<file path="config.mk">
export PLATFORM = sky130hd
export DESIGN_NAME = modular_exponentiation_core
export DESIGN_NICKNAME = d
export VERILOG_FILES = /design/src/rtl/mexp_pkg.sv /design/src/rtl/modular_exponentiation_core.sv
export VERILOG_INCLUDE_DIRS = /design/src /design/src/rtl
export SDC_FILE = /design/constraint.sdc
export NUM_CORES = 1
export LEC_CHECK = 0
export BUFFER_PORTS_ARGS = -buffer_cell sky130_fd_sc_hd__buf_2
export CORE_MARGIN = 4
export CORE_UTILIZATION = 45
export DETAILED_ROUTE_END_ITERATION = 6
export GPL_ROUTABILITY_DRIVEN = 0
export GPL_TIMING_DRIVEN = 0
export PLACE_DENSITY = 0.74
export SLEW_MARGIN = 5
export SYNTH_ARGS = -nofsm -noshare
export SYNTH_HDL_FRONTEND = slang
export SYNTH_SLANG_ARGS = --single-unit
</file>
<file path="constraint.sdc">
create_clock -name clk -period 5.5 [get_ports clk]
set_input_delay 1.1 -clock clk [delete_from_list [all_inputs] [get_ports clk]]
set_output_delay 1.1 -clock clk [all_outputs]
set_load 0.05 [all_outputs]
</file>
<file path="src/rtl/modular_exponentiation_core_macros.svh">
// Assertion macros for the modular exponentiation core.
// Included by RTL files that carry concurrent checks; no other dependencies.
`ifndef MODULAR_EXPONENTIATION_CORE_MACROS_SVH
`define MODULAR_EXPONENTIATION_CORE_MACROS_SVH

`ifndef ASSERT_OFF
// Check a property on every rising clock edge outside reset
`define MEC_ASSERT(lbl, clk, rst_n, prop, msg) \
  lbl: assert property (@(posedge clk) disable iff (!rst_n) (prop)) else $error(msg);
// Check that an antecedent implies a consequent in the same cycle
`define MEC_ASSERT_IMP(lbl, clk, rst_n, ante, cons, msg) \
  lbl: assert property (@(posedge clk) disable iff (!rst_n) (ante) |-> (cons)) else $error(msg);
// Check that an antecedent implies a consequent in the next cycle
`define MEC_ASSERT_NEXT(lbl, clk, rst_n, ante, cons, msg) \
  lbl: assert property (@(posedge clk) disable iff (!rst_n) (ante) |=> (cons)) else $error(msg);
`else
`define MEC_ASSERT(lbl, clk, rst_n, prop, msg)
`define MEC_ASSERT_IMP(lbl, clk, rst_n, ante, cons, msg)
`define MEC_ASSERT_NEXT(lbl, clk, rst_n, ante, cons, msg)
`endif

`endif

</file>
<file path="src/rtl/mexp_pkg.sv">
// Package for the modular exponentiation core: item structs and defaults.
// No dependencies.
`default_nettype none

package mexp_pkg;

  // Default operand width
  localparam int MEXP_WIDTH = 32;

  // Input item
  typedef struct packed {
    logic [31:0] base;
    logic [31:0] exponent;
    logic [31:0] modulus;
  } mexp_in_t;

  // Result item
  typedef struct packed {
    logic [31:0] power_result;
    logic        modulus_zero_error;
  } mexp_out_t;

endpackage

`default_nettype wire

</file>
<file path="src/rtl/modular_exponentiation_core.sv">
// Modular exponentiation core: right-to-left square-and-multiply on one modular adder.
// Depends on mexp_pkg and modular_exponentiation_core_macros.svh.
//
//   channel | direction | handshake           | payload
//   --------+-----------+---------------------+------------------------------------------
//   in      | input     | in_valid / in_stall | mexp_in_t  (base, exponent, modulus)
//   out     | output    | out_valid/out_stall | mexp_out_t (power_result, modulus_zero_error)
//
// Every modular product runs as WIDTH doubling steps plus one add step per set multiplier
// bit, all on a single (x + y) mod m adder.
// One item costs a base reduction plus, per exponent bit up to the top set bit, a multiply
// for set bits and a square below the top bit.
// A zero modulus goes straight to the done state with a zero result and modulus_zero_error
// set; a zero exponent still runs the base reduction first.
// in_stall is high from acceptance until the result moves into the output register; the
// output register holds while out_stall is high. Only state and out_valid are reset.
`default_nettype none

`include "modular_exponentiation_core_macros.svh"

module modular_exponentiation_core
  import mexp_pkg::*;
#(
  parameter int WIDTH = MEXP_WIDTH
) (
  input  wire logic      clk,
  input  wire logic      rst_n,
  input  wire logic      in_valid,
  output logic           in_stall,
  input  wire mexp_in_t  in_data,
  output logic           out_valid,
  input  wire logic      out_stall,
  output mexp_out_t      out_data
);

  localparam int CNT_W = $clog2(WIDTH);

  typedef enum logic [4:0] {
    S_IDLE = 5'b00001,
    S_DBL  = 5'b00010,
    S_ADD  = 5'b00100,
    S_NEXT = 5'b01000,
    S_DONE = 5'b10000
  } state_t;

  typedef enum logic [1:0] {
    OP_REDUCE,
    OP_MULT,
    OP_SQUARE
  } op_t;

  state_t             state_r, state_nxt;
  op_t                op_r, op_nxt;
  logic [WIDTH-1:0]   base_r, base_nxt;
  logic [WIDTH-1:0]   exp_r, exp_nxt;
  logic [WIDTH-1:0]   mod_r, mod_nxt;
  logic [WIDTH-1:0]   acc_r, acc_nxt;
  logic [WIDTH-1:0]   prod_r, prod_nxt;
  logic [WIDTH-1:0]   opa_r, opa_nxt;
  logic [WIDTH-1:0]   opb_r, opb_nxt;
  logic [CNT_W-1:0]   cnt_r, cnt_nxt;
  logic               err_r, err_nxt;
  logic               out_valid_r, out_valid_nxt;
  mexp_out_t          out_data_r, out_data_nxt;

  // Shared modular adder
  logic [WIDTH-1:0]   unit_y;
  logic [WIDTH:0]     unit_sum;
  logic [WIDTH:0]     unit_diff;
  logic [WIDTH-1:0]   unit_res;

  // Sequencer control
  logic               bit_end;
  logic               start_op;
  op_t                start_kind;
  logic [WIDTH-1:0]   start_a;
  logic [WIDTH-1:0]   start_b;
  logic [WIDTH-1:0]   in_base_w;
  logic [WIDTH-1:0]   in_exp_w;
  logic [WIDTH-1:0]   in_mod_w;

  // Take the low WIDTH bits of each input field
  assign in_base_w = WIDTH'({{WIDTH{1'b0}}, in_data.base});
  assign in_exp_w  = WIDTH'({{WIDTH{1'b0}}, in_data.exponent});
  assign in_mod_w  = WIDTH'({{WIDTH{1'b0}}, in_data.modulus});

  // Form (prod + y) mod m; both operands stay below m
  assign unit_sum  = {1'b0, prod_r} + {1'b0, unit_y};
  assign unit_diff = unit_sum - {1'b0, mod_r};
  assign unit_res  = (unit_sum >= {1'b0, mod_r}) ? unit_diff[WIDTH-1:0]
                                                 : unit_sum[WIDTH-1:0];

  assign in_stall  = (state_r != S_IDLE);
  assign out_valid = out_valid_r;
  assign out_data  = out_data_r;

  // Step the sequencer
  always_comb begin
    state_nxt     = state_r;
    op_nxt        = op_r;
    base_nxt      = base_r;
    exp_nxt       = exp_r;
    mod_nxt       = mod_r;
    acc_nxt       = acc_r;
    prod_nxt      = prod_r;
    opa_nxt       = opa_r;
    opb_nxt       = opb_r;
    cnt_nxt       = cnt_r;
    err_nxt       = err_r;
    out_valid_nxt = out_valid_r & out_stall;
    out_data_nxt  = out_data_r;
    unit_y        = prod_r;
    bit_end       = 1'b0;
    start_op      = 1'b0;
    start_kind    = OP_REDUCE;
    start_a       = opa_r;
    start_b       = opb_r;

    case (state_r)
      S_IDLE: begin
        if (in_valid) begin
          base_nxt = in_base_w;
          exp_nxt  = in_exp_w;
          mod_nxt  = in_mod_w;
          if (in_mod_w == '0) begin
            err_nxt   = 1'b1;
            acc_nxt   = '0;
            state_nxt = S_DONE;
          end else begin
            // Reduce the base as the product 1 * base mod m
            err_nxt    = 1'b0;
            acc_nxt    = WIDTH'(1);
            start_op   = 1'b1;
            start_kind = OP_REDUCE;
            start_a    = WIDTH'(1);
            start_b    = in_base_w;
          end
        end
      end
      S_DBL: begin
        unit_y   = prod_r;
        prod_nxt = unit_res;
        if (opb_r[WIDTH-1]) begin
          state_nxt = S_ADD;
        end else begin
          bit_end = 1'b1;
        end
      end
      S_ADD: begin
        unit_y   = opa_r;
        prod_nxt = unit_res;
        bit_end  = 1'b1;
      end
      S_NEXT: begin
        if (exp_r == '0) begin
          state_nxt = S_DONE;
        end else if (exp_r[0]) begin
          start_op   = 1'b1;
          start_kind = OP_MULT;
          start_a    = acc_r;
          start_b    = base_r;
        end else begin
          start_op   = 1'b1;
          start_kind = OP_SQUARE;
          start_a    = base_r;
          start_b    = base_r;
        end
      end
      S_DONE: begin
        if (!out_valid_r || !out_stall) begin
          out_valid_nxt                   = 1'b1;
          out_data_nxt.power_result       = 32'({32'b0, acc_r});
          out_data_nxt.modulus_zero_error = err_r;
          state_nxt                       = S_IDLE;
        end
      end
      default: begin
        state_nxt = S_IDLE;
      end
    endcase

    // Advance the multiplier bit; finish the product after the last one
    if (bit_end) begin
      opb_nxt = opb_r << 1;
      if (cnt_r != '0) begin
        cnt_nxt   = cnt_r - CNT_W'(1);
        state_nxt = S_DBL;
      end else begin
        case (op_r)
          OP_REDUCE: begin
            base_nxt  = unit_res;
            state_nxt = S_NEXT;
          end
          OP_MULT: begin
            acc_nxt = unit_res;
            if (exp_r[WIDTH-1:1] == '0) begin
              state_nxt = S_DONE;
            end else begin
              start_op   = 1'b1;
              start_kind = OP_SQUARE;
              start_a    = base_r;
              start_b    = base_r;
            end
          end
          OP_SQUARE: begin
            base_nxt  = unit_res;
            exp_nxt   = exp_r >> 1;
            state_nxt = S_NEXT;
          end
          default: begin
            state_nxt = S_NEXT;
          end
        endcase
      end
    end

    // Load a new product: multiplicand, multiplier, cleared accumulator
    if (start_op) begin
      op_nxt    = start_kind;
      opa_nxt   = start_a;
      opb_nxt   = start_b;
      prod_nxt  = '0;
      cnt_nxt   = CNT_W'(WIDTH - 1);
      state_nxt = S_DBL;
    end
  end

  // Control registers
  always_ff @(posedge clk) begin
    if (!rst_n) begin
      state_r     <= S_IDLE;
      out_valid_r <= 1'b0;
    end else begin
      state_r     <= state_nxt;
      out_valid_r <= out_valid_nxt;
    end
  end

  // Datapath registers
  always_ff @(posedge clk) begin
    op_r       <= op_nxt;
    base_r     <= base_nxt;
    exp_r      <= exp_nxt;
    mod_r      <= mod_nxt;
    acc_r      <= acc_nxt;
    prod_r     <= prod_nxt;
    opa_r      <= opa_nxt;
    opb_r      <= opb_nxt;
    cnt_r      <= cnt_nxt;
    err_r      <= err_nxt;
    out_data_r <= out_data_nxt;
  end

  // Checks
  `MEC_ASSERT_IMP(a_err_zero, clk, rst_n, out_valid_r && out_data_r.modulus_zero_error, out_data_r.power_result == 32'd0, "zero-modulus result is not zero")
  `MEC_ASSERT_IMP(a_prod_below_mod, clk, rst_n, state_r == S_DBL || state_r == S_ADD, prod_r < mod_r, "partial product not reduced")
  `MEC_ASSERT_NEXT(a_accept_busy, clk, rst_n, in_valid && !in_stall, state_r != S_IDLE, "accepted item did not start work")
  `MEC_ASSERT_IMP(a_add_after_dbl, clk, rst_n, state_r == S_ADD, $past(state_r) == S_DBL && $past(opb_r[WIDTH-1]), "add step without set multiplier bit")

endmodule

`default_nettype wire
</file>
==> results by group <==
Logic synthesis
  – Synth Warn #: 0
  – Yosys reg bits: around 270
  – Top FF cell, synth: dfxtp_1
  – Synth top area cells: edfxtp_1 (27%), dfxtp_1 (19%), ha_1 (5.5%)
  – Most common cell in the netlist: nand2_1
  – Post-synth top area share: 0.268
  – Syn avg cell area: between 9 and 10 µm²
  – EDFF count, synth: roughly 130
  – Sequential fraction of the synthesis area: 0.456
  – Async SR Flop Fraction: 0
  – Post-synth net total: about 1700
  – Library cells used by synthesis: 70
  – Synthesized instance count: 1576
  – Yosys top cell by area: edfxtp_1
  – Post-synth top cells: nand2_1 (200), o21ai_0 (147), dfxtp_1 (139), edfxtp_1 (132), a21oi_1 (129)
  – Post-Syn Area: between 0.01 and 0.015 mm²

Finish
  – Filler cells: 2699
  – Fin util: 0.572
  – Layout cell share with drive strength beyond 1: 0.238
  – Multi-input logic area: about 0.0085 mm²
  – Final #Nets: 1954
  – Sequential Area: ~0.0068 mm²
  – Post-Layout Cell Count: 2253
  – P&R area growth vs syn: 25.6%

Detailed routing
  – Final WL: between 40000 and 50000 µm
  – Drt pass-1 iters: 6
  – Top sig layer: met4
  – Detail Route Antenna Nets: 0
  – Residual DRC: 0
  – Vias/cell: between 6 and 7
  – Total vias in the final route: approximately 14000
  – Met2 routed WL: 22000 µm
  – M1 wire length: around 19000 µm
  – Starting DRT DRC Count: 1685
  – Drt wl/cell: approximately 21 µm
  – Met3 WL: a little over 4000 µm

Worst setup path
  – Flop2flop setup slack: -0.18 ns
  – Crit path kind: reg -> reg
  – Worst path bufs/invs: 3
  – CP required: 5.96 ns
  – Slowest CP cell: or4_4
  – Worst-case reg-to-reg path depth: 23
  – Slowest stage delay, CP: approximately 0.55 ns
  – Critical path peak fanout: 10
  – CP Launch Type: flop
  – CP Capture Type: flop
  – Worst-path cell chain: nor3_4, nand2_4, buf_8, mux2_2, ha_4, o21ai_0, nand2b_1, a31o_2, o32ai_4, a211oi_2, nand4b_1, ha_4, nand4_1, or4_4, o31ai_4, a211oi_2, nand2_1, a211o_4, buf_12, buf_12, a21oi_2, a31o_4, mux2_4
  – Cell family with most CP delay: compound AO/OA/AOI/OAI gates
  – CP Depth: 23
  – Crit path DAT: around 6 ns

Clocking
  – Latest clock arrival within the worst-skew pair: around 0.57 ns
  – H-tree depth: 1
  – CTS root buffer: clkbuf_16
  – Num CTS Buffers: 29
  – Clock sink count: approximately 270
  – Reg clk slew, reported paths: about 0.060 ns
  – Hold_buf cts: 0
  – CTS tree: yes
  – CTS max path bufs: 3

Pwr
  – Internal power: 5.00 mW
  – Net load switching power: a little over 3 mW
  – Switching share of power: 0.381
  – Reg power frac: 0.348
  – PwrDens: about 430 mW/mm²
  – VDD IR max: ~0.00025 V
  – Logic pwr share: 0.416
  – Pleak: 7.23 nW
  – Clk pwr share: 0.235

Timing
  – RSZ-0062 raised after global routing: yes
  – Setup-failing EPs final: 94
  – Fin. Hold Viols: 0
  – Slew at the pin closest to its max-slew limit: ~1.2 ns
  – Period utilisation layout: 1.03
  – Post-layout min period: roughly 5.7 ns
  – Max Clock Freq: between 150 and 200 MHz
  – Final Skew: around 0.014 ns
  – Relative slew slack: 0.181
  – Post-route setup slack: -0.180 ns
  – Max Transition Viols Final: 0

Place
  – I/O Buffers: about 130
  – Post-DP HPWL: roughly 32000 µm
  – Placed insts: 2154

Worst hold path
  – Hold path cells: 0
  – Hold crit path type: reg -> reg

Floorplanning
  – I/O pins: between 100 and 150
  – Die Footprint: between 0.03 and 0.04 mm²
  – Core Footprint: 0.0325 mm²
  – Initial Utilization: 0.456
  – Rows: 66
  – Die Ht: 189 µm
  – Die Wd: between 150 and 200 µm

Outcome
  – Outcome: complete, but fails checks
  – Failing checks: setup timing

Global route
  – First-pass GRT wire length: roughly 70000 µm
  – GR Overflow Total: 0
  – Maximum number of pins on one net before global-route repair: 37
  – Tot GR Track Use: 0.238
  – Initial antenna violation count: 0
  – Vias in the first global route: roughly 13000

Job
  – Max capacitance violation total: 0
## power by group through the flow
stage          Combinational, mW  Sequential, mW  Clock (mW)
2_1_floorplan               1.91            2.77           0
3_3_place_gp                2.50            2.82           0
3_5_place_dp                2.58            2.83           0
4_1_cts                     2.96            2.80        1.92
5_1_grt                     3.61            2.85        1.99
6_report                    3.36            2.81        1.90
## layout make-up
cell class,instances,area share
diodes,1,0.000135
plain buffers,83,0.0249
clock buffers,36,0.0421
clock inverters,18,0.00721
inverters,59,0.0119
multi-input cells,1161,0.458
flip-flops and latches,271,0.364
well taps,442,0.0298
repair buffers,182,0.0621
## per-layer routing
| metal | global-route usage | up-vias |
|---|---|---|
| li1 | - | 6240 |
| met1 | 0.324 | 6638 |
| met2 | 0.388 | 708 |
| met3 | 0.0350 | 105 |
| met4 | 0.0849 | 0 |
| met5 | 0 | - |
## stage by stage
step                setup TNS [ns]  hold slack (ns)  power, mW  area, µm²  setup slack [ns]
finish                       -8.12            0.427       8.08      18600            -0.180
CTS                         -0.433            0.426       7.69      17900           -0.0309
global placement            -93.38            0.411       5.33      16000             -1.23
floorplan                        0            0.400       4.68      14800             0.123
detailed placement         -102.52            0.412       5.41      16100             -1.31
global route                -18.72            0.450       8.45      18600            -0.276
## worst paths after layout
| check | start | endpoint |
|---|---|---|
| max | state_r[4] | acc_r[28] |
| min | err_r | out_data[0] |
| max reg2reg | state_r[4] | acc_r[28] |
| min reg2reg | err_r | out_data[0] |
## cells by family (layout without fill, tap and decap cells)
logic type,after synthesis,in the layout,synth area share
AND/OR/NAND/NOR,448,448,0.144
other,0,1,0
multiplexers,88,88,0.0626
flip-flops,271,271,0.456
XOR/XNOR,56,56,0.0332
adder cells (fa/ha/maj),67,67,0.0577
buffers and inverters,144,378,0.0392
AO/OA/AOI/OAI,502,502,0.207
## flip-flops by register name (all words and copies together), names as in the netlist
signal     count
out_data      33
base_r        32
acc_r         32
op_r           2
opb_r         32
mod_r         32
opa_r         32
cnt_r          5
state_r        5
err_r          1
out_valid      1
exp_r         32
prod_r        32
## what timing repair did
| item | 4_1_cts | 5_1_grt |
|---|---|---|
| endpoints found under the setup margin | 96 | 96 |
| setup buffers | 29 | 14 |
| gates resized for setup | 130 | 120 |
| pin swaps | 34 | 47 |
| endpoints found under the hold margin | 0 | 0 |
| gates cloned | 2 | 1 |
## cells in the final DEF, fill, tap and decap left out, types with 12 or more instances in the layout
cell type,Yosys,layout
nand2_1,200,189
buf_2,13,142
dfxtp_1,139,134
edfxtp_1,132,132
o21ai_0,147,131
a21oi_1,129,102
clkbuf_1,64,64
a22oi_1,64,63
inv_1,58,57
nor2_1,53,49
nand3_1,47,47
buf_4,2,42
ha_1,65,41
a211oi_1,39,37
mux2i_1,52,37
and2_1,35,35
xnor2_1,36,33
clkbuf_16,0,30
mux2_2,36,29
o21ai_1,32,29
a21oi_2,5,25
nor4_1,21,20
ha_4,0,18
xor2_1,20,16
nand4_1,15,15
nor3_1,15,13
a21o_1,13,13
mux2i_4,0,13
nor2b_1,13,12
## worst reg2reg max path, stage by stage (launching register included)
cell,delay (ns)
dfxtp_4,0.36
nor3_4,0.24
nand2_4,0.18
buf_8,0.20
mux2_2,0.30
ha_4,0.25
o21ai_0,0.29
nand2b_1,0.16
a31o_2,0.30
o32ai_4,0.35
a211oi_2,0.12
nand4b_1,0.36
ha_4,0.40
nand4_1,0.08
or4_4,0.55
o31ai_4,0.23
a211oi_2,0.13
nand2_1,0.11
a211o_4,0.14
buf_12,0.12
buf_12,0.13
a21oi_2,0.04
a31o_4,0.25
mux2_4,0.28
(Power assumes the default switching activity.)
